File: src/rtl/deq_pkg.sv
// ----------------------------------------------------------------------------
// deq_pkg: shared definitions for the double-ended queue
// Field widths, operation codes, controller states and the command and
// status bundles that pass between the controller and the datapath.
// ----------------------------------------------------------------------------
package deq_pkg;

    // Defaults for the top-level parameters
    localparam int DEPTH_DEF     = 1024;
    localparam int WORD_BITS_DEF = 32;

    // Fixed field widths on the channels
    localparam int MODE_W      = 3;
    localparam int IO_W        = 32;
    localparam int COUNT_OUT_W = 11;

    // Operation codes; unused codes act as a query
    localparam logic [MODE_W-1:0] MODE_PUSH_FRONT = 3'd0;
    localparam logic [MODE_W-1:0] MODE_PUSH_BACK  = 3'd1;
    localparam logic [MODE_W-1:0] MODE_POP_FRONT  = 3'd2;
    localparam logic [MODE_W-1:0] MODE_POP_BACK   = 3'd3;
    localparam logic [MODE_W-1:0] MODE_QUERY      = 3'd4;

    // Controller states, one-hot
    typedef enum logic [3:0] {
        ST_IDLE  = 4'b0001,
        ST_EXEC  = 4'b0010,
        ST_FETCH = 4'b0100,
        ST_DONE  = 4'b1000
    } state_t;

    // Controller to datapath
    typedef struct packed {
        logic latch;   // capture the input beat
        logic exec;    // update pointers, write or issue a read
        logic fetch;   // refresh cached end words from read data
        logic load;    // load the result register
    } cmd_t;

    // Datapath to controller
    typedef struct packed {
        logic out_free;  // result register empty or being taken
    } stat_t;

endpackage

File: src/rtl/deq_ctrl.sv
// ----------------------------------------------------------------------------
// deq_ctrl: sequencing of one queue operation
// Steps each beat through execute, fetch and result load, holding the
// result step while the response register is still occupied.
// ----------------------------------------------------------------------------
module deq_ctrl (
    input  logic            clk,
    input  logic            rst_n,
    input  logic            in_valid,
    output logic            in_ready,
    input  deq_pkg::stat_t  stat,
    output deq_pkg::cmd_t   cmd
);

    deq_pkg::state_t state_reg, state_next;

    // State register
    always_ff @(posedge clk or negedge rst_n)
    begin
        if (!rst_n)
        begin
            state_reg <= deq_pkg::ST_IDLE;
        end
        else
        begin
            state_reg <= state_next;
        end
    end

    // Next state and commands
    always_comb
    begin
        state_next = state_reg;
        cmd        = '0;
        in_ready   = 1'b0;
        unique case (state_reg)
            deq_pkg::ST_IDLE:
            begin
                in_ready  = 1'b1;
                cmd.latch = in_valid;
                if (in_valid)
                begin
                    state_next = deq_pkg::ST_EXEC;
                end
            end
            deq_pkg::ST_EXEC:
            begin
                cmd.exec   = 1'b1;
                state_next = deq_pkg::ST_FETCH;
            end
            deq_pkg::ST_FETCH:
            begin
                cmd.fetch  = 1'b1;
                state_next = deq_pkg::ST_DONE;
            end
            deq_pkg::ST_DONE:
            begin
                cmd.load = stat.out_free;
                if (stat.out_free)
                begin
                    state_next = deq_pkg::ST_IDLE;
                end
            end
            default:
            begin
                state_next = deq_pkg::ST_IDLE;
            end
        endcase
    end

endmodule

File: config.mk
export PLATFORM = sky130hd
export DESIGN_NAME = deq_ctrl
export DESIGN_NICKNAME = d
export VERILOG_FILES = /design/src/rtl/deq_pkg.sv /design/src/rtl/deq_ctrl.sv
export SDC_FILE = /design/constraint.sdc
export NUM_CORES = 1
export LEC_CHECK = 0
export BUFFER_PORTS_ARGS = -buffer_cell sky130_fd_sc_hd__buf_2
export CORE_AREA = 4 4 41 43
export CTS_CLUSTER_SIZE = 25
export DETAILED_ROUTE_END_ITERATION = 10
export DIE_AREA = 0 0 45 47
export GPL_ROUTABILITY_DRIVEN = 0
export RECOVER_POWER = 100
export SYNTH_ARGS = -nofsm -noshare
export SYNTH_HDL_FRONTEND = slang
export SYNTH_SLANG_ARGS = --single-unit
File: constraint.sdc
create_clock -name clk -period 1.1 [get_ports clk]
set_input_delay 0.055 -clock clk [delete_from_list [all_inputs] [get_ports clk]]
set_output_delay 0.055 -clock clk [all_outputs]
set_load 0.005 [all_outputs]
==> results.sh <==
export IMPL_core_mm2=0.00130
export IMPL_min_to="state_reg[1]"
export IMPL_tightestPinTransition_ps=232
export IMPL_rows=13
export IMPL_wl_per_cell_um=10.1
export IMPL_wl_um=535
export IMPL_cts_htree_levels=1
export IMPL_cap_violations=0
export IMPL_viasPerCell=4.04
export IMPL_powerDensity_mw_per_mm2=2200
export IMPL_setup_ws_ps=-220
export IMPL_synth_warnings=0
export IMPL_status="finished with violations"
export IMPL_final_cell_mix="buf_2 (7), and2_1 (3), clkbuf_4 (3), clkbuf_1 (3), buf_4 (3)"
export IMPL_hold_slack_ps=66.9
export IMPL_grt_pass1_wl_um=862
export IMPL_regArea_um2=103
export IMPL_power_mw=0.881
export IMPL_ant_nets=0
export IMPL_reg2regPathDepth=4
export IMPL_r2r_end="state_reg[3]"
export IMPL_n_antenna_cell=0
export IMPL_worstReg2RegStart="state_reg[2]"
export IMPL_crit_type="reg -> out"
export IMPL_grt_pass1_vias=228
export IMPL_synth_area_um2=248
export IMPL_r2r_slack_ps=10
export IMPL_grt_antenna_before_repair=0
export IMPL_die_x_um=45
export IMPL_drt_pass1_iterations=2
export IMPL_cts_buffer_depth=2
export IMPL_min_period_ps=1320
export IMPL_initial_utilization_pct=19.0
export IMPL_nets=43
export IMPL_peakVddDrop_v=0.00111
export IMPL_rsz0062_at_grt="true"
export IMPL_layout_drive_gt1_share_pct=60.5
export IMPL_fmax_mhz=757
export IMPL_seq_area_frac_synth_pct=40.9
export IMPL_hold_depth=2
export IMPL_layout_commonest_cell="buf_2"
export IMPL_setup_viol=5
export IMPL_crit_required_ps=1040
export IMPL_p_switching_mw=0.277
export IMPL_cts_tree="built"
export IMPL_die_area_mm2=0.00212
export IMPL_hold_path_class="in -> reg"
export IMPL_place_hpwl_um=387
export IMPL_track_usage_pct=6.03
export IMPL_p_clk_share_pct=22.2
export IMPL_violations="setup timing"
export IMPL_syn_area_per_cell_um2=11.8
export IMPL_cp_start_kind="register"
export IMPL_clock_skew_ps=1.88
export IMPL_hold_violations=0
export IMPL_synthDistinctLibCells=16
export IMPL_path_max_fanout=5
export IMPL_crit_arrival_ps=1270
export IMPL_clkSinkCount=4
export IMPL_slew_viol_final=0
export IMPL_swShare_pct=31.5
export IMPL_p_int_mw=0.604
export IMPL_grt_max_degree=7
export IMPL_p_leak_nw=0.191
export IMPL_critPathCaptureType="output pin"
export IMPL_cts_root_buf="clkbuf_4"
export IMPL_clock_latency_ps=230
export IMPL_drt_first_iter_violations=2
export IMPL_pwr_share_comb_pct=48.1
export IMPL_cts_buffers=3
export IMPL_worstHoldStart="in_valid"
export IMPL_syn_inst=21
export IMPL_synth_net_count=25
export IMPL_largest_reg_flops=4
export IMPL_seqPwrFrac_pct=29.7
export IMPL_io_buffers=8
export IMPL_path_clk_slew_ps=40
export IMPL_drc=0
export IMPL_die_h_um=47
export IMPL_synth_seq_cells=4
export IMPL_fin_crit_sh_pct=120
export IMPL_maxSlewHeadroom_pct=84.4
export IMPL_ioPinCount=9
export IMPL_grt_overflow=0
export IMPL_multi_input_area_um2=166
export IMPL_fillers=150
export IMPL_syn_to_final_growth_pct=61.6
export IMPL_num_vias=214
cells by family after synthesis:
group	after synthesis	share of synthesized area, %
buffers and inverters	1	3.03
AND/OR/NAND/NOR	12	39.9
flip-flops	4	40.9
AO/OA/AOI/OAI	4	16.2
cell type report:
class                      instances  share of cell area, %
multi-input combinational         16                   41.6
sequential                         4                   25.6
clock buffer                       4                   6.56
tap                               15                   4.69
timing repair buffer              14                   21.6
layer usage:
| metal | part of all wire (%) | global-route usage (%) | vias to the layer above |
|---|---|---|---|
| li1 | - | - | 114 |
| met1 | 33 | 4.83 | 99 |
| met2 | 66 | 11.3 | 1 |
| met3 | 1.7 | 3.45 | 0 |
| met4 | 0 | 3.51 | 0 |
| met5 | 0 | 0 | - |
synth_stat cells, drive strengths merged:
master	number	area share [%]
and2	3	7.6
dfrtp	3	30
nor3b	3	11
nor2b	2	6.1
a2bb2oi	1	6.1
and3b	1	3.5
and4b	1	4.0
buf	1	3.0
dfstp	1	11
nor2	1	1.5
nor4b	1	6.1
o21a	1	3.0
o21ai	1	2.0
o31ai	1	5.0
how the worst max path moves through the flow:
stage,from,endpoint,slack [ps],depth (start not counted)
6_report,state_reg[0],cmd[3],-220,3
5_1_grt,state_reg[0],cmd[3],-290,3
4_1_cts,state_reg[0],cmd[3],-230,3
3_5_place_dp,state_reg[0],cmd[3],-30,3
3_3_place_gp,state_reg[0],cmd[3],3,3
2_1_floorplan,state_reg[0],cmd[3],60,2
worst max-delay path, stage by stage (launching register included):
cell	delay, ps
dfstp_2	550
nor4b_4	230
and2_1	150
buf_2	100
stage by stage:
step / setup TNS [ps] / worst slack, ps / cells / area, µm² / util [%]
after floorplan: 0 / 64.1 / 21 / 248 / -
after global placement: 0 / 2.59 / 46 / 322 / 24.7
after detailed placement: -31.6 / -31.6 / 46 / 322 / 24.7
after CTS: -792 / -233 / 53 / 400 / 30.8
after global routing: -1160 / -285 / 53 / 400 / 30.8
final: -753 / -220 / 53 / 400 / 30.8
power by group through the flow:
stage | Sequential, mW | Clock (mW) | Combinational (mW)
finish | 0.262 | 0.195 | 0.424
global route | 0.267 | 0.224 | 0.464
CTS | 0.264 | 0.205 | 0.425
detailed placement | 0.257 | 0 | 0.347
global placement | 0.257 | 0 | 0.345
floorplan | 0.259 | 0 | 0.209
repair_timing:
action                                  in CTS  in global routing
endpoints found under the setup margin       5                  7
pin swaps                                    1                  3
hold endpoints to repair                     4                  0
hold buffers                                 1                  0
setup buffers                                2                  0
resized for setup                            6                  2
No activity file was read; power rests on OpenSTA's default activity.
